==> src/hdl/wpsd_pkg.sv <==
// Shared types, constants and codes for the WAV PCM stream decoder.
// No dependencies; imported by every other file of the block.
`timescale 1ns / 1ps
`default_nettype none
package wpsd_pkg;

  localparam int DEF_POSITION_BITS = 32;
  localparam int DIVISOR_W = 18;   // channels (16 b) times bytes per sample (up to 4)
  localparam int OUT_DATA_W = 216; // 211 payload bits padded to whole bytes

  localparam logic [31:0] TAG_RIFF = 32'h52494646;
  localparam logic [31:0] TAG_WAVE = 32'h57415645;
  localparam logic [31:0] TAG_FMT  = 32'h666D7420;
  localparam logic [31:0] TAG_DATA = 32'h64617461;

  localparam logic [1:0] KIND_SAMPLE = 2'd0;
  localparam logic [1:0] KIND_INFO   = 2'd1;
  localparam logic [1:0] KIND_ERROR  = 2'd2;

  localparam logic [2:0] ERR_NONE      = 3'd0;
  localparam logic [2:0] ERR_NOT_RIFF  = 3'd1;
  localparam logic [2:0] ERR_NOT_WAVE  = 3'd2;
  localparam logic [2:0] ERR_NOT_PCM   = 3'd3;
  localparam logic [2:0] ERR_BAD_FIELD = 3'd4;
  localparam logic [2:0] ERR_WIDTH     = 3'd5;

  typedef enum logic [2:0] {
    PH_HEADER = 3'd0,
    PH_CHUNK  = 3'd1,
    PH_FMT    = 3'd2,
    PH_SKIP   = 3'd3,
    PH_DATA   = 3'd4
  } phase_t;

  // Datapath to controller
  typedef struct packed {
    logic k_eq1;
    logic k_eq3;
    logic k_eq7;
    logic k_eq11;
    logic k_eq15;
    logic riff_ok;
    logic wave_ok;
    logic tag_fmt;
    logic tag_data;
    logic rem_new_nz;
    logic pcm_ok;
    logic rem_gt16;
    logic rem_is1;
    logic smp_done;
    logic err_field;
    logic err_width;
    logic dec_en;
    logic error_latched;
    logic format_seen;
    logic div_busy;
    logic div_done;
  } status_t;

  // Controller to datapath
  typedef struct packed {
    logic       step;     // byte beat accepted
    logic       proc;     // byte goes to the parser
    logic       clear;    // end of stream: reset parser state
    phase_t     phase;
    logic       err;
    logic [2:0] err_code;
    logic       smp;
    logic       info;
  } cmd_t;

endpackage
`default_nettype wire

==> src/hdl/wpsd_divider.sv <==
// Restoring divider, one quotient bit per cycle, for the frame count.
// Depends on wpsd_pkg.
`timescale 1ns / 1ps
`default_nettype none
module wpsd_divider (
  input  wire logic                           clk,
  input  wire logic                           rst_n,
  input  wire logic                           start,
  input  wire logic [31:0]                    dividend,
  input  wire logic [wpsd_pkg::DIVISOR_W-1:0] divisor,
  output logic                                busy,
  output logic                                done,
  output logic [31:0]                         quotient
);
  import wpsd_pkg::*;

  logic                 busy_r, busy_nxt;
  logic                 done_r, done_nxt;
  logic [4:0]           cnt_r, cnt_nxt;
  logic [31:0]          quo_r, quo_nxt;
  logic [DIVISOR_W:0]   rem_r, rem_nxt;
  logic [DIVISOR_W-1:0] dvs_r, dvs_nxt;
  logic [DIVISOR_W:0]   trial;

  // One shift, compare and subtract per cycle
  always_comb begin
    busy_nxt = busy_r;
    done_nxt = 1'b0;
    cnt_nxt  = cnt_r;
    quo_nxt  = quo_r;
    rem_nxt  = rem_r;
    dvs_nxt  = dvs_r;
    trial    = {rem_r[DIVISOR_W-1:0], quo_r[31]};
    if (start) begin
      busy_nxt = 1'b1;
      cnt_nxt  = '0;
      quo_nxt  = dividend;
      rem_nxt  = '0;
      dvs_nxt  = divisor;
    end else if (busy_r) begin
      if (trial >= {1'b0, dvs_r}) begin
        rem_nxt = trial - {1'b0, dvs_r};
        quo_nxt = {quo_r[30:0], 1'b1};
      end else begin
        rem_nxt = trial;
        quo_nxt = {quo_r[30:0], 1'b0};
      end
      cnt_nxt = cnt_r + 5'd1;
      if (cnt_r == 5'd31) begin
        busy_nxt = 1'b0;
        done_nxt = 1'b1;
      end
    end
  end

  always_ff @(posedge clk) begin
    if (!rst_n) begin
      busy_r <= 1'b0;
      done_r <= 1'b0;
      cnt_r  <= '0;
    end else begin
      busy_r <= busy_nxt;
      done_r <= done_nxt;
      cnt_r  <= cnt_nxt;
    end
    quo_r <= quo_nxt;
    rem_r <= rem_nxt;
    dvs_r <= dvs_nxt;
  end

  assign busy     = busy_r;
  assign done     = done_r;
  assign quotient = quo_r;

endmodule
`default_nettype wire

==> src/hdl/wpsd_datapath.sv <==
// Parser registers, sample assembly, result register and frame-count divider.
// Depends on wpsd_pkg and wpsd_divider; driven by commands from wpsd_ctrl.
`timescale 1ns / 1ps
`default_nettype none
module wpsd_datapath #(
  parameter int POSITION_BITS = wpsd_pkg::DEF_POSITION_BITS
) (
  input  wire logic                              clk,
  input  wire logic                              rst_n,
  input  wire logic [7:0]                        data_byte,
  input  wire logic                              cfg_we,
  input  wire logic                              cfg_wdata,
  input  wire wpsd_pkg::cmd_t                    cmd,
  output wpsd_pkg::status_t                      st,
  output logic [1:0]                             res_kind,
  output logic [wpsd_pkg::OUT_DATA_W-1:0]        res_data
);
  import wpsd_pkg::*;

  logic                     dec_en_r, dec_en_nxt;
  logic [3:0]               k_r, k_nxt;
  logic [31:0]              tag_r, tag_nxt;
  logic [31:0]              rem_r, rem_nxt;
  logic [15:0]              ch_r, ch_nxt;
  logic [31:0]              rate_r, rate_nxt;
  logic [15:0]              bits_r, bits_nxt;
  logic                     fmt_seen_r, fmt_seen_nxt;
  logic [31:0]              asm_r, asm_nxt;
  logic [1:0]               idx_r, idx_nxt;
  logic [15:0]              cc_r, cc_nxt;
  logic [POSITION_BITS-1:0] pos_r, pos_nxt;
  logic                     err_r, err_nxt;

  logic [1:0]               o_kind_r, o_kind_nxt;
  logic [31:0]              o_smp_r, o_smp_nxt;
  logic [15:0]              o_cidx_r, o_cidx_nxt;
  logic [15:0]              o_ch_r, o_ch_nxt;
  logic [31:0]              o_rate_r, o_rate_nxt;
  logic [15:0]              o_bits_r, o_bits_nxt;
  logic [31:0]              o_off_r, o_off_nxt;
  logic [31:0]              o_size_r, o_size_nxt;
  logic [31:0]              o_frm_r, o_frm_nxt;
  logic [2:0]               o_err_r, o_err_nxt;

  logic [31:0]              tag_shift;
  logic [31:0]              rem_new;
  logic [31:0]              full;
  logic [31:0]              conv;
  logic [2:0]               bytes;
  logic [16:0]              cc_inc;
  logic [63:0]              pos_ext;
  logic [DIVISOR_W-1:0]     divisor;
  logic                     div_busy, div_done;
  logic [31:0]              quotient;

  assign tag_shift = {tag_r[23:0], data_byte};
  assign rem_new   = {data_byte, rem_r[23:0]};
  assign bytes     = bits_r[5:3];
  assign full      = asm_r | (32'(data_byte) << {idx_r, 3'b000});
  assign cc_inc    = {1'b0, cc_r} + 17'd1;
  assign pos_ext   = 64'(pos_r + POSITION_BITS'(1));

  // Convert the assembled word to Q1.31
  always_comb begin
    case (bytes)
      3'd1:    conv = {full[7:0] ^ 8'h80, 24'h0};
      3'd2:    conv = {full[15:0], 16'h0};
      3'd3:    conv = {full[23:0], 8'h0};
      default: conv = full;
    endcase
  end

  // Bytes per frame as the divisor
  always_comb begin
    case (bytes)
      3'd1:    divisor = DIVISOR_W'(ch_r);
      3'd2:    divisor = DIVISOR_W'({ch_r, 1'b0});
      3'd3:    divisor = DIVISOR_W'(ch_r) + DIVISOR_W'({ch_r, 1'b0});
      default: divisor = DIVISOR_W'({ch_r, 2'b00});
    endcase
  end

  // Status for the controller
  always_comb begin
    st.k_eq1         = (k_r == 4'd1);
    st.k_eq3         = (k_r == 4'd3);
    st.k_eq7         = (k_r == 4'd7);
    st.k_eq11        = (k_r == 4'd11);
    st.k_eq15        = (k_r == 4'd15);
    st.riff_ok       = (tag_shift == TAG_RIFF);
    st.wave_ok       = (tag_shift == TAG_WAVE);
    st.tag_fmt       = (tag_r == TAG_FMT);
    st.tag_data      = (tag_r == TAG_DATA);
    st.rem_new_nz    = (rem_new != 32'd0);
    st.pcm_ok        = ({data_byte, asm_r[7:0]} == 16'd1);
    st.rem_gt16      = (rem_r > 32'd16);
    st.rem_is1       = (rem_r == 32'd1);
    st.smp_done      = ({1'b0, idx_r} + 3'd1 == bytes);
    st.err_field     = !fmt_seen_r || (ch_r == 16'd0) || (rate_r == 32'd0)
                       || (bits_r == 16'd0);
    st.err_width     = (bits_r != 16'd8) && (bits_r != 16'd16) && (bits_r != 16'd24)
                       && (bits_r != 16'd32);
    st.dec_en        = dec_en_r;
    st.error_latched = err_r;
    st.format_seen   = fmt_seen_r;
    st.div_busy      = div_busy | div_done;
    st.div_done      = div_done;
  end

  // Parser register updates per phase
  always_comb begin
    dec_en_nxt   = cfg_we ? cfg_wdata : dec_en_r;
    k_nxt        = k_r;
    tag_nxt      = tag_r;
    rem_nxt      = rem_r;
    ch_nxt       = ch_r;
    rate_nxt     = rate_r;
    bits_nxt     = bits_r;
    fmt_seen_nxt = fmt_seen_r;
    asm_nxt      = asm_r;
    idx_nxt      = idx_r;
    cc_nxt       = cc_r;
    pos_nxt      = cmd.step ? pos_r + POSITION_BITS'(1) : pos_r;
    err_nxt      = err_r | cmd.err;
    if (cmd.proc) begin
      case (cmd.phase)
        PH_HEADER: begin
          tag_nxt = tag_shift;
          k_nxt   = (k_r == 4'd11) ? 4'd0 : k_r + 4'd1;
        end
        PH_CHUNK: begin
          if (k_r < 4'd4) tag_nxt = tag_shift;
          case (k_r)
            4'd4:    rem_nxt = {24'h0, data_byte};
            4'd5:    rem_nxt = {rem_r[31:16], data_byte, rem_r[7:0]};
            4'd6:    rem_nxt = {rem_r[31:24], data_byte, rem_r[15:0]};
            4'd7:    rem_nxt = rem_new;
            default: rem_nxt = rem_r;
          endcase
          k_nxt = (k_r == 4'd7) ? 4'd0 : k_r + 4'd1;
        end
        PH_FMT: begin
          case (k_r)
            4'd0:    asm_nxt = {24'h0, data_byte};
            4'd1:    asm_nxt = '0;
            4'd2:    ch_nxt = {8'h0, data_byte};
            4'd3:    ch_nxt = {data_byte, ch_r[7:0]};
            4'd4:    rate_nxt = {24'h0, data_byte};
            4'd5:    rate_nxt = {rate_r[31:16], data_byte, rate_r[7:0]};
            4'd6:    rate_nxt = {rate_r[31:24], data_byte, rate_r[15:0]};
            4'd7:    rate_nxt = {data_byte, rate_r[23:0]};
            4'd14:   bits_nxt = {8'h0, data_byte};
            4'd15:   bits_nxt = {data_byte, bits_r[7:0]};
            default: asm_nxt = asm_r;
          endcase
          if (k_r == 4'd15) begin
            fmt_seen_nxt = 1'b1;
            if (rem_r > 32'd16) rem_nxt = (rem_r - 32'd15) & ~32'd1;
          end
          k_nxt = k_r + 4'd1;
        end
        PH_SKIP: begin
          rem_nxt = rem_r - 32'd1;
        end
        PH_DATA: begin
          rem_nxt = rem_r - 32'd1;
          if (st.smp_done) begin
            asm_nxt = '0;
            idx_nxt = '0;
            cc_nxt  = (cc_inc >= {1'b0, ch_r}) ? 16'd0 : cc_inc[15:0];
          end else begin
            asm_nxt = full;
            idx_nxt = idx_r + 2'd1;
          end
        end
        default: k_nxt = k_r;
      endcase
    end
    // Data chunk header opens a new sample run
    if (cmd.info) begin
      asm_nxt = '0;
      idx_nxt = '0;
      cc_nxt  = '0;
    end
    // End of stream drops all parser state
    if (cmd.clear) begin
      k_nxt        = '0;
      tag_nxt      = '0;
      rem_nxt      = '0;
      ch_nxt       = '0;
      rate_nxt     = '0;
      bits_nxt     = '0;
      fmt_seen_nxt = 1'b0;
      asm_nxt      = '0;
      idx_nxt      = '0;
      cc_nxt       = '0;
      pos_nxt      = '0;
      err_nxt      = 1'b0;
    end
  end

  // Result register loads
  always_comb begin
    o_kind_nxt = o_kind_r;
    o_smp_nxt  = o_smp_r;
    o_cidx_nxt = o_cidx_r;
    o_ch_nxt   = o_ch_r;
    o_rate_nxt = o_rate_r;
    o_bits_nxt = o_bits_r;
    o_off_nxt  = o_off_r;
    o_size_nxt = o_size_r;
    o_frm_nxt  = o_frm_r;
    o_err_nxt  = o_err_r;
    if (cmd.err || cmd.smp || cmd.info) begin
      o_kind_nxt = KIND_SAMPLE;
      o_smp_nxt  = '0;
      o_cidx_nxt = '0;
      o_ch_nxt   = '0;
      o_rate_nxt = '0;
      o_bits_nxt = '0;
      o_off_nxt  = '0;
      o_size_nxt = '0;
      o_frm_nxt  = '0;
      o_err_nxt  = ERR_NONE;
      if (cmd.err) begin
        o_kind_nxt = KIND_ERROR;
        o_err_nxt  = cmd.err_code;
      end else if (cmd.smp) begin
        o_smp_nxt  = conv;
        o_cidx_nxt = cc_r;
      end else begin
        o_kind_nxt = KIND_INFO;
        o_ch_nxt   = ch_r;
        o_rate_nxt = rate_r;
        o_bits_nxt = bits_r;
        o_off_nxt  = pos_ext[31:0];
        o_size_nxt = rem_new;
      end
    end
    if (div_done) o_frm_nxt = quotient;
  end

  always_ff @(posedge clk) begin
    if (!rst_n) begin
      dec_en_r   <= 1'b1;
      k_r        <= '0;
      tag_r      <= '0;
      rem_r      <= '0;
      ch_r       <= '0;
      rate_r     <= '0;
      bits_r     <= '0;
      fmt_seen_r <= 1'b0;
      asm_r      <= '0;
      idx_r      <= '0;
      cc_r       <= '0;
      pos_r      <= '0;
      err_r      <= 1'b0;
    end else begin
      dec_en_r   <= dec_en_nxt;
      k_r        <= k_nxt;
      tag_r      <= tag_nxt;
      rem_r      <= rem_nxt;
      ch_r       <= ch_nxt;
      rate_r     <= rate_nxt;
      bits_r     <= bits_nxt;
      fmt_seen_r <= fmt_seen_nxt;
      asm_r      <= asm_nxt;
      idx_r      <= idx_nxt;
      cc_r       <= cc_nxt;
      pos_r      <= pos_nxt;
      err_r      <= err_nxt;
    end
    o_kind_r <= o_kind_nxt;
    o_smp_r  <= o_smp_nxt;
    o_cidx_r <= o_cidx_nxt;
    o_ch_r   <= o_ch_nxt;
    o_rate_r <= o_rate_nxt;
    o_bits_r <= o_bits_nxt;
    o_off_r  <= o_off_nxt;
    o_size_r <= o_size_nxt;
    o_frm_r  <= o_frm_nxt;
    o_err_r  <= o_err_nxt;
  end

  wpsd_divider u_div (
    .clk      (clk),
    .rst_n    (rst_n),
    .start    (cmd.info),
    .dividend (rem_new),
    .divisor  (divisor),
    .busy     (div_busy),
    .done     (div_done),
    .quotient (quotient)
  );

  assign res_kind = o_kind_r;
  assign res_data = {5'b0, o_err_r, o_frm_r, o_size_r, o_off_r, o_bits_r, o_rate_r,
                     o_ch_r, o_cidx_r, o_smp_r};

endmodule
`default_nettype wire

==> src/hdl/wpsd_ctrl.sv <==
// Parse-phase state machine and stream handshake control.
// Depends on wpsd_pkg; drives wpsd_datapath through cmd_t.
`timescale 1ns / 1ps
`default_nettype none
module wpsd_ctrl (
  input  wire logic              clk,
  input  wire logic              rst_n,
  input  wire logic              in_tvalid,
  input  wire logic              in_tlast,
  input  wire logic              out_tready,
  input  wire wpsd_pkg::status_t st,
  output logic                   in_tready,
  output logic                   out_tvalid,
  output wpsd_pkg::cmd_t         cmd
);
  import wpsd_pkg::*;

  phase_t state_r, state_nxt;
  logic   out_valid_r, out_valid_nxt;
  logic   step;

  assign in_tready  = !st.div_busy && (!out_valid_r || out_tready);
  assign out_tvalid = out_valid_r;
  assign step       = in_tvalid && in_tready;

  // Next phase and datapath commands
  always_comb begin
    state_nxt    = state_r;
    cmd.step     = step;
    cmd.proc     = step && !st.error_latched;
    cmd.clear    = step && in_tlast;
    cmd.phase    = state_r;
    cmd.err      = 1'b0;
    cmd.err_code = ERR_NONE;
    cmd.smp      = 1'b0;
    cmd.info     = 1'b0;
    if (cmd.proc) begin
      case (state_r)
        PH_HEADER: begin
          if (st.k_eq3 && !st.riff_ok) begin
            cmd.err      = 1'b1;
            cmd.err_code = ERR_NOT_RIFF;
          end else if (st.k_eq11) begin
            if (!st.wave_ok) begin
              cmd.err      = 1'b1;
              cmd.err_code = ERR_NOT_WAVE;
            end else begin
              state_nxt = PH_CHUNK;
            end
          end
        end
        PH_CHUNK: begin
          if (st.k_eq7) begin
            if (st.tag_fmt) begin
              state_nxt = PH_FMT;
            end else if (st.tag_data) begin
              if (st.err_field) begin
                cmd.err      = 1'b1;
                cmd.err_code = ERR_BAD_FIELD;
              end else if (st.err_width) begin
                cmd.err      = 1'b1;
                cmd.err_code = ERR_WIDTH;
              end else begin
                cmd.info  = 1'b1;
                state_nxt = st.rem_new_nz ? PH_DATA : PH_CHUNK;
              end
            end else begin
              state_nxt = st.rem_new_nz ? PH_SKIP : PH_CHUNK;
            end
          end
        end
        PH_FMT: begin
          if (st.k_eq1 && !st.pcm_ok) begin
            cmd.err      = 1'b1;
            cmd.err_code = ERR_NOT_PCM;
          end else if (st.k_eq15) begin
            state_nxt = st.rem_gt16 ? PH_SKIP : PH_CHUNK;
          end
        end
        PH_SKIP: begin
          if (st.rem_is1) state_nxt = PH_CHUNK;
        end
        PH_DATA: begin
          cmd.smp = st.smp_done && st.dec_en;
          if (st.rem_is1) state_nxt = PH_CHUNK;
        end
        default: state_nxt = PH_HEADER;
      endcase
    end
    if (cmd.clear) state_nxt = PH_HEADER;
  end

  // Result slot: drain on take, fill on any load
  always_comb begin
    out_valid_nxt = out_valid_r;
    if (out_valid_r && out_tready) out_valid_nxt = 1'b0;
    if (cmd.err || cmd.smp || st.div_done) out_valid_nxt = 1'b1;
  end

  always_ff @(posedge clk) begin
    if (!rst_n) begin
      state_r     <= PH_HEADER;
      out_valid_r <= 1'b0;
    end else begin
      state_r     <= state_nxt;
      out_valid_r <= out_valid_nxt;
    end
  end

  a_info_slot_free: assert property (@(posedge clk) disable iff (!rst_n)
    st.div_done |-> !out_valid_r)
    else $error("frame count finished while result slot occupied");

  a_error_once: assert property (@(posedge clk) disable iff (!rst_n)
    cmd.err |-> !st.error_latched)
    else $error("error raised twice without end of stream");

  a_eos_restart: assert property (@(posedge clk) disable iff (!rst_n)
    cmd.clear |=> state_r == PH_HEADER)
    else $error("parser did not restart after end of stream");

  a_data_needs_fmt: assert property (@(posedge clk) disable iff (!rst_n)
    state_r == PH_DATA |-> st.format_seen)
    else $error("data phase without fmt chunk");

endmodule
`default_nettype wire

==> src/hdl/wav_pcm_stream_decoder_top.sv <==
// WAV PCM stream decoder top level: controller plus datapath.
// Depends on wpsd_pkg, wpsd_ctrl and wpsd_datapath.
`timescale 1ns / 1ps
`default_nettype none
// Takes a RIFF/WAVE file one byte per beat on the in_ channel and returns
// results on the out_ channel: an error, one format-info result per data
// chunk header, and Q1.31 samples while cfg decode enable is 1. Bytes are
// taken at one per cycle unless the input is held off. The byte that
// completes a valid data chunk header stalls the input while the serial
// divider works out the frame count one quotient bit per cycle. A byte is
// taken only while the output register is empty or its result is taken in
// the same cycle, so a result that waits on out_tready holds off the input.
// in_tlast marks the last byte of a file and restarts the parser after it;
// the decode enable setting is kept.
module wav_pcm_stream_decoder_top #(
  parameter int POSITION_BITS = wpsd_pkg::DEF_POSITION_BITS
) (
  input  wire logic                               clk,
  input  wire logic                               rst_n,
  input  wire logic                               in_tvalid,
  output logic                                    in_tready,
  input  wire logic [7:0]                         in_tdata,  // [7:0] data_byte
  input  wire logic                               in_tlast,  // end_of_stream
  output logic                                    out_tvalid,
  input  wire logic                               out_tready,
  // [31:0] sample_value, [47:32] channel_index, [63:48] channels per frame,
  // [95:64] sample_rate, [111:96] sample_bits, [143:112] data start position,
  // [175:144] data_size, [207:176] frames in chunk, [210:208] error_code
  output logic [wpsd_pkg::OUT_DATA_W-1:0]         out_tdata,
  output logic [1:0]                              out_tuser, // [1:0] result_kind
  input  wire logic                               cfg_we,
  input  wire logic                               cfg_wdata  // decode_enable
);
  import wpsd_pkg::*;

  status_t st;
  cmd_t    cmd;

  wpsd_ctrl u_ctrl (
    .clk        (clk),
    .rst_n      (rst_n),
    .in_tvalid  (in_tvalid),
    .in_tlast   (in_tlast),
    .out_tready (out_tready),
    .st         (st),
    .in_tready  (in_tready),
    .out_tvalid (out_tvalid),
    .cmd        (cmd)
  );

  wpsd_datapath #(
    .POSITION_BITS (POSITION_BITS)
  ) u_dp (
    .clk       (clk),
    .rst_n     (rst_n),
    .data_byte (in_tdata),
    .cfg_we    (cfg_we),
    .cfg_wdata (cfg_wdata),
    .cmd       (cmd),
    .st        (st),
    .res_kind  (out_tuser),
    .res_data  (out_tdata)
  );

endmodule
`default_nettype wire

==> config.mk <==
export PLATFORM = sky130hd
export DESIGN_NAME = wav_pcm_stream_decoder_top
export DESIGN_NICKNAME = d
export VERILOG_FILES = /design/src/hdl/wpsd_pkg.sv /design/src/hdl/wpsd_divider.sv /design/src/hdl/wpsd_datapath.sv /design/src/hdl/wpsd_ctrl.sv /design/src/hdl/wav_pcm_stream_decoder_top.sv
export SDC_FILE = /design/constraint.sdc
export NUM_CORES = 1
export LEC_CHECK = 0
export ABC_AREA = 1
export BUFFER_PORTS_ARGS = -buffer_cell sky130_fd_sc_hd__buf_2
export CAP_MARGIN = 40
export CORE_AREA = 4 4 228 230
export DETAILED_ROUTE_END_ITERATION = 12
export DIE_AREA = 0 0 232 234
export GPL_TIMING_DRIVEN = 0
export PLACE_DENSITY_LB_ADDON = 0.1
export SETUP_SLACK_MARGIN = 0.4
export SYNTH_ARGS = -nofsm -noshare
export SYNTH_HDL_FRONTEND = slang
export SYNTH_SLANG_ARGS = --single-unit
==> constraint.sdc <==
create_clock -name clk -period 6.3 [get_ports clk]
set_clock_uncertainty 0.2 [all_clocks]
set_input_delay 0.315 -clock clk [delete_from_list [all_inputs] [get_ports clk]]
set_output_delay 0.315 -clock clk [all_outputs]
set_load 0.01 [all_outputs]
==> impl_metrics.env, run 1 <==
export IMPL_synth_seq_area_share=0.4727
export IMPL_vdd_ir_drop_max_mv=0.2065
export IMPL_slew_viol_final=0
export IMPL_die_y_um=234
export IMPL_crit_family="simple AND/OR/NAND/NOR gates"
export IMPL_critPathRequiredTime_ns=6.35
export IMPL_num_vias=25410
export IMPL_crit_buf_inv=4
export IMPL_drv_cap=0
export IMPL_crit_path_top_delay_cell="nand2_8"
export IMPL_grt_total_usage=0.3078
export IMPL_cp_arrival_ns=4.16
export IMPL_synth_top_family_by_area="simple AND/OR/NAND/NOR gates"
export IMPL_cts_root_buf="clkbuf_16"
export IMPL_rrSetupSlack_ns=2.19
export IMPL_synth_xor_area_frac=0.01421
export IMPL_clockBufferDepth=3
export IMPL_syn_inst=3488
export IMPL_dp_hpwl_um=65420
export IMPL_start_util=0.5440
export IMPL_chipWidth_um=232
export IMPL_clk_latency_ns=0.62
export IMPL_cts_buffers=54
export IMPL_port_buffers=226
export IMPL_r2r_start="u_dp.u_div.done"
export IMPL_period_share=0.6519
export IMPL_fillers=4526
export IMPL_io_pins=235
export IMPL_wl_per_cell_um=19.29
export IMPL_grt_first_pass_wirelength_um=131300
export IMPL_hold_slack_ns=0.08227
export IMPL_setup_viol=0
export IMPL_cts_setup_buffers=0
export IMPL_finalHoldViolations=0
export IMPL_max_freq_ghz=0.2435
export IMPL_crit_path_end_kind="flip-flop"
export IMPL_crit_chain="buf_2 -> nor2_4 -> nand3_4 -> nor2_8 -> nand2_4 -> nor2_4 -> nand2_1 -> nand3_4 -> buf_4 -> inv_1 -> nand2_8 -> buf_16"
export IMPL_finalNetCount=3872
export IMPL_critical_path_class="reg2reg"
export IMPL_synth_compound_area_frac=0.1269
export IMPL_period_needed_ns=4.107
export IMPL_wirelength_um=86860
export IMPL_p_per_area_nw_per_um2=240.9
export IMPL_hold_start="in_tdata[1]"
export IMPL_worstHoldPathType="in2reg"
export IMPL_syn_area_sq_um=27120
export IMPL_clkTransAtPathRegs_ns=0.07
export IMPL_clock_sinks=509
export IMPL_worstRegToRegCells=12
export IMPL_yosys_warnings=0
export IMPL_r2r_end="u_dp.o_off_r[22]"
export IMPL_rsz0062_at_grt="false"
export IMPL_synth_seq_cells=509
export IMPL_slew_headroom=0.3380
export IMPL_h_tree_depth=2
export IMPL_syn_area_per_cell_sq_um=7.777
export IMPL_drt_drc_violations_left=0
export IMPL_grt_pass1_vias=23390
export IMPL_syn_to_final_growth_pct=14.58
export IMPL_yosys_area_share_simple=0.2606
export IMPL_synth_ff_type="edfxtp_1"
export IMPL_tritoncts="yes"
export IMPL_postSynth_asyncResetShare=0
export IMPL_post_drt_via_cell_ratio=5.642
export IMPL_yosysUniqueCellTypes=61
export IMPL_hold_depth=4
export IMPL_grt_max_degree=96
export IMPL_gp_congestion=0.9564
export IMPL_antenna_left=0
export IMPL_drt_iter0_markers=3083
export IMPL_fin_setup_tns_ns=0
export IMPL_synth_edff_count=263
export IMPL_leakage_uw=0.01340
export IMPL_overflow=0
export IMPL_critPathLaunchType="flip-flop"
export IMPL_synth_adder_area_share=0.03377
export IMPL_synthMuxAreaShare=0
export IMPL_drtPass1Iterations=6
export IMPL_outcome="finished, final reports clean"
export IMPL_core_rowCount=82
export IMPL_tightest_slew_ns=0.9930
export IMPL_core_area_sq_um=49860
export IMPL_die_area_sq_um=54290
export IMPL_crit_fanout=95
export IMPL_antenna_found_initial=2
export IMPL_drive_gt1_frac=0.1250
export IMPL_hold_end="u_dp.bits_r[9]"
export IMPL_cpPeakStageDelay_ns=0.46
## flip-flops by register name, summed over array words and instances, names as in the netlist, 3 cells and up
name,count
u_ctrl.state_r,3
u_dp.o_cidx_r,16
u_dp.o_frm_r,32
u_dp.bits_r,16
u_dp.o_size_r,32
u_dp.rate_r,32
u_dp.asm_r,32
u_dp.o_rate_r,32
u_dp.cc_r,16
u_dp.tag_r,32
u_dp.u_div.quotient,32
u_dp.o_bits_r,16
u_dp.o_off_r,32
u_dp.u_div.cnt_r,5
u_dp.o_err_r,3
u_dp.rem_r,32
u_dp.o_ch_r,16
u_dp.k_r,4
u_dp.u_div.dvs_r,18
u_dp.ch_r,16
u_dp.pos_r,32
u_dp.o_smp_r,32
u_dp.u_div.rem_r,18
## synth_stat cells, drive strengths merged, types with 60 or more instances
library cell | number | share of area
nand2 | 757 | 0.11
clkbuf | 71 | 0.0099
nor2 | 514 | 0.079
nand4 | 60 | 0.015
edfxtp | 263 | 0.29
o21ai | 224 | 0.042
ha | 70 | 0.032
a21oi | 243 | 0.045
inv | 461 | 0.064
nand3 | 236 | 0.045
dfxtp | 246 | 0.18
buf | 70 | 0.017
## worst reg2reg max path, delay by kind of cell (launching register included)
| kind | cells | cell delay [ns] |
|---|---|---|
| buffers and inverters | 4 | 1.06 |
| DFF | 1 | 0.29 |
| and+or+nand+nor | 8 | 1.99 |
## cell families after synthesis
group,after synthesis
AND/OR/NAND/NOR,1644
buffers and inverters,610
AO/OA/AOI/OAI,608
flip-flops,509
adder cells (fa/ha/maj),72
XOR/XNOR,44
other,1
## metrics by stage
| step | instances | total power (uW) | cell area (sq um) | util | worst slack (ns) |
|---|---|---|---|---|---|
| 2_1_floorplan | 3492 | 4055 | 27140 | - | 1.847 |
| 3_5_place_dp | 4394 | 4249 | 29190 | 0.5855 | 2.158 |
| 5_1_grt | 4504 | 7720 | 31080 | 0.6233 | 2.036 |
| 3_3_place_gp | 4390 | 4236 | 29110 | 0.5839 | 0.1937 |
| 6_report | 4504 | 7486 | 31080 | 0.6233 | 2.193 |
| 4_1_cts | 4503 | 7497 | 31080 | 0.6233 | 2.203 |
## how the worst max path moves through the flow
stage | from | cells after the start | slack [ns] | endpoint
finish | u_dp.u_div.done | 12 | 2.19 | u_dp.o_off_r[22]
global route | u_dp.k_r[0] | 11 | 2.04 | u_dp.o_smp_r[1]
CTS | u_dp.u_div.done | 12 | 2.20 | u_dp.o_cidx_r[9]
detailed placement | in_tdata[3] | 15 | 2.16 | u_dp.o_smp_r[14]
global placement | u_dp.u_div.done | 11 | 0.19 | u_dp.o_off_r[19]
floorplan | u_dp.k_r[0] | 10 | 1.85 | u_dp.o_bits_r[0]
## layer usage
metal	wire length, um	track usage	vias up
li1	-	-	12100
met5	0	0	-
met1	37960	0.4339	12000
met3	7121	0.04750	186
met2	38660	0.4857	1130
met4	3120	0.1110	0
## report_power, final
part | switching [uW] | internal, uW | total, uW
Sequential | 58.9 | 3530 | 3590
Clock | 1390 | 1900 | 3290
Combinational | 416 | 188 | 604
## layout make-up
class                           instances  area (sq um)  share of cell area
Multi-Input combinational cell       2373         11850              0.3812
Antenna cell                            1         2.502          0.00008052
Tap cell                              672         840.8             0.02705
Sequential cell                       509         12820              0.4126
Inverter                              469          1760             0.05664
Clock buffer                           75          1523             0.04899
Buffer                                141         726.9             0.02339
Timing Repair Buffer                  237          1266             0.04074
Clock inverter                         27         291.5            0.009380
## cells in the final DEF, fill, tap and decap left out, drive strengths merged, types with 6 or more instances in the layout
cell type    synthesis  final
edfxtp             263    263
o21ai              224    224
inv                461    464
dfxtp              246    246
nand4               60     60
a31o                 8      8
nor3                48     48
nand3              236    236
a31oi               24     24
a41oi                8      8
ha                  70     70
o32ai               16     16
o211ai              27     27
o31ai                9      9
a21oi              243    243
dlygate4sd3          0      7
nand2              757    757
clkinv               8     22
xnor2               10     10
or2                 12     12
o21bai               6      6
nor2               514    514
xor2                34     34
a211oi              19     19
buf                 70    300
nand3b               7      7
clkbuf              71    146
## timing repair
action,4_1_cts,5_1_grt
gates resized for setup,0,0
hold endpoints to repair,19,0
hold buffers,7,0
setup endpoints to repair,0,0
Power figures use the tool's default switching activity.
==> run 2, diff against run 1 <==
==> constraint.sdc (replaced) <==
create_clock -name clk -period 3.71 [get_ports clk]
set_clock_uncertainty 0.2 [all_clocks]
set_input_delay 0.1855 -clock clk [delete_from_list [all_inputs] [get_ports clk]]
set_output_delay 0.1855 -clock clk [all_outputs]
set_load 0.01 [all_outputs]
==> run 2 against run 1 <==
Effect of this change:
- global-route usage grew 0.94 points
- flip-flop and latch count did not move
- highest routed layer is now met5
- clock-buffer cell count down 1
- first-iteration DRC count shrank 0.55%
- critical endpoint is now u_dp.o_rate_r[6]
- largest power group unchanged
- setup slack got worse by 1.8 ns
==> impl_metrics.env, run 2 (same netlist as run 1, synthesis figures left out) <==
export IMPL_antenna_found_initial=2
export IMPL_critical_path_class="in2reg"
export IMPL_dp_hpwl_um=65490
export IMPL_die_area_sq_um=54290
export IMPL_drt_drc_violations_left=0
export IMPL_drv_cap=0
export IMPL_fillers=4495
export IMPL_post_drt_via_cell_ratio=5.698
export IMPL_rrSetupSlack_ns=0.42
export IMPL_finalNetCount=3896
export IMPL_period_needed_ns=3.293
export IMPL_clk_latency_ns=0.62
export IMPL_tightest_slew_ns=1.006
export IMPL_fin_setup_tns_ns=0
export IMPL_overflow=0
export IMPL_io_pins=235
export IMPL_p_int_uw=9456
export IMPL_hold_depth=3
export IMPL_register_area_sq_um=12830
export IMPL_finalHoldViolations=0
export IMPL_critPathRequiredTime_ns=3.80
export IMPL_swShare=0.2464
export IMPL_power_frac_clock=0.431
export IMPL_clockBufferDepth=3
export IMPL_layout_common_cells="nand2_1, nor2_1, inv_1"
export IMPL_grt_first_pass_wirelength_um=135000
export IMPL_drt_iter0_markers=3066
export IMPL_p_switching_uw=3092
export IMPL_wl_per_cell_um=19.84
export IMPL_crit_fanout=23
export IMPL_grt_total_usage=0.3172
export IMPL_multi_input_area_sq_um=12020
export IMPL_clkTransAtPathRegs_ns=0.06
export IMPL_setup_viol=0
export IMPL_period_share=0.8876
export IMPL_hold_start="in_tdata[6]"
export IMPL_port_buffers=226
export IMPL_seqPwrFrac=0.486
export IMPL_start_util=0.5440
export IMPL_tritoncts="yes"
export IMPL_crit_path_end_kind="flip-flop"
export IMPL_drive_gt1_frac=0.1386
export IMPL_chipWidth_um=232
export IMPL_slew_headroom=0.3292
export IMPL_syn_to_final_growth_pct=15.88
export IMPL_leakage_uw=0.01355
export IMPL_core_rowCount=82
export IMPL_cts_root_buf="clkbuf_16"
export IMPL_pwr_share_comb=0.083
export IMPL_rsz0062_at_grt="false"
export IMPL_grt_pass1_vias=23930
export IMPL_vdd_ir_drop_max_mv=0.4609
export IMPL_finalInstanceArea_sq_um=31430
export IMPL_grt_max_degree=47
export IMPL_placed_cell_area_sq_um=29210
export IMPL_p_per_area_nw_per_um2=399.2
export IMPL_hold_end="u_dp.rate_r[6]"
export IMPL_die_y_um=234
export IMPL_num_vias=25780
export IMPL_slew_viol_final=0
export IMPL_antenna_left=0
export IMPL_cts_buffers=54
export IMPL_worstSetupStartpoint="in_tdata[4]"
export IMPL_drtPass1Iterations=8
export IMPL_r2r_start="u_dp.u_div.done"
export IMPL_h_tree_depth=2
export IMPL_clock_sinks=509
export IMPL_outcome="finished, final reports clean"
export IMPL_max_freq_ghz=0.3037
export IMPL_worstRegToRegCells=13
export IMPL_wirelength_um=89760
export IMPL_worstHoldPathType="in2reg"
export IMPL_critPathLaunchType="input pin"
export IMPL_final_common_cell="nand2_1"
export IMPL_r2r_end="u_dp.o_rate_r[6]"
export IMPL_core_area_sq_um=49860
export IMPL_gp_congestion=0.9917
export IMPL_cp_arrival_ns=3.38
==> run 2: changes by cell type in the layout (fill, tap and decap cells not counted), moves of 3 or more <==
cell / previous run / this run
buf_4: 10 / 26
dfxtp_1: 246 / 241
dfxtp_2: 0 / 4
dlygate4sd3_1: 7 / 10
inv_1: 444 / 427
inv_2: 17 / 30
nand2_1: 751 / 746
nand2_2: 2 / 6
nand3_1: 230 / 227
nor3_1: 46 / 43
==> run 2: power groups by stage <==
stage               Sequential (uW)  Combinational, uW  Clock, uW
finish                         6100               1050       5410
global route                   6110               1150       5690
CTS                            6090               1020       5460
detailed placement             6210                994          0
global placement               6210                972          0
floorplan                      6200                681          0
==> run 2: worst max-delay path by stage <==
stage	to	slack, ns	depth (start not counted)
2_1_floorplan	u_dp.o_frm_r[0]	0.50	13
3_5_place_dp	u_dp.o_err_r[0]	-0.46	12
6_report	u_dp.o_rate_r[6]	0.42	17
3_3_place_gp	u_dp.o_frm_r[8]	-0.50	13
5_1_grt	u_dp.o_rate_r[6]	0.36	13
4_1_cts	u_dp.o_smp_r[11]	0.34	14
==> run 2: what timing repair did <==
| action | 4_1_cts | 5_1_grt |
|---|---|---|
| cloned | 3 | 1 |
| endpoints found under the hold margin | 31 | 0 |
| pin swaps | 3 | 4 |
| hold buffers | 10 | 0 |
| setup endpoints to repair | 279 | 232 |
| resized for setup | 29 | 33 |
| buffers inserted | 6 | 11 |
==> run 2: routing by layer <==
metal	global-route usage	wire length [um]	vias up
met5	0	13	-
met4	0.1147	3469	2
met3	0.06220	9192	229
met2	0.4996	39980	1374
met1	0.4395	37110	12030
li1	-	-	12150
==> run 2: final cells by class <==
type                    instances  share of cell area
multi-input cells            2376              0.3824
inverters                     469             0.05641
repair buffers                258             0.04713
flip-flops and latches        509              0.4082
clock inverters                25            0.008439
plain buffers                 141             0.02361
diodes                          1          0.00007961
clock buffers                  74             0.04697
well taps                     672             0.02675
==> run 2: through the flow <==
| stage | util | total power, uW | hold slack (ns) | setup WS, ns | instances |
|---|---|---|---|---|---|
| floorplan | - | 6884 | 0.08585 | 0.5034 | 3492 |
| global placement | 0.5842 | 7183 | 0.1925 | -0.5021 | 4390 |
| detailed placement | 0.5857 | 7206 | 0.2006 | -0.4570 | 4394 |
| CTS | 0.6263 | 12570 | 0.007295 | 0.3407 | 4512 |
| global route | 0.6303 | 12940 | 0.04765 | 0.3579 | 4524 |
| finish | 0.6304 | 12550 | 0.04637 | 0.4170 | 4525 |
==> run 2: worst max-delay path, stage by stage <==
cell and delay, ns:
dlygate4sd3_1 0.53, buf_2 0.43, inv_2 0.29, nand2_1 0.17, nor2_1 0.06, nand2_1 0.08, nor2_2 0.05, nand2_1 0.07
nand3_2 0.10, nand3_1 0.11, nand2_2 0.08, nand3_4 0.16, buf_8 0.22, clkinvlp_4 0.23, buf_12 0.20, buf_4 0.17
nand2_8 0.19
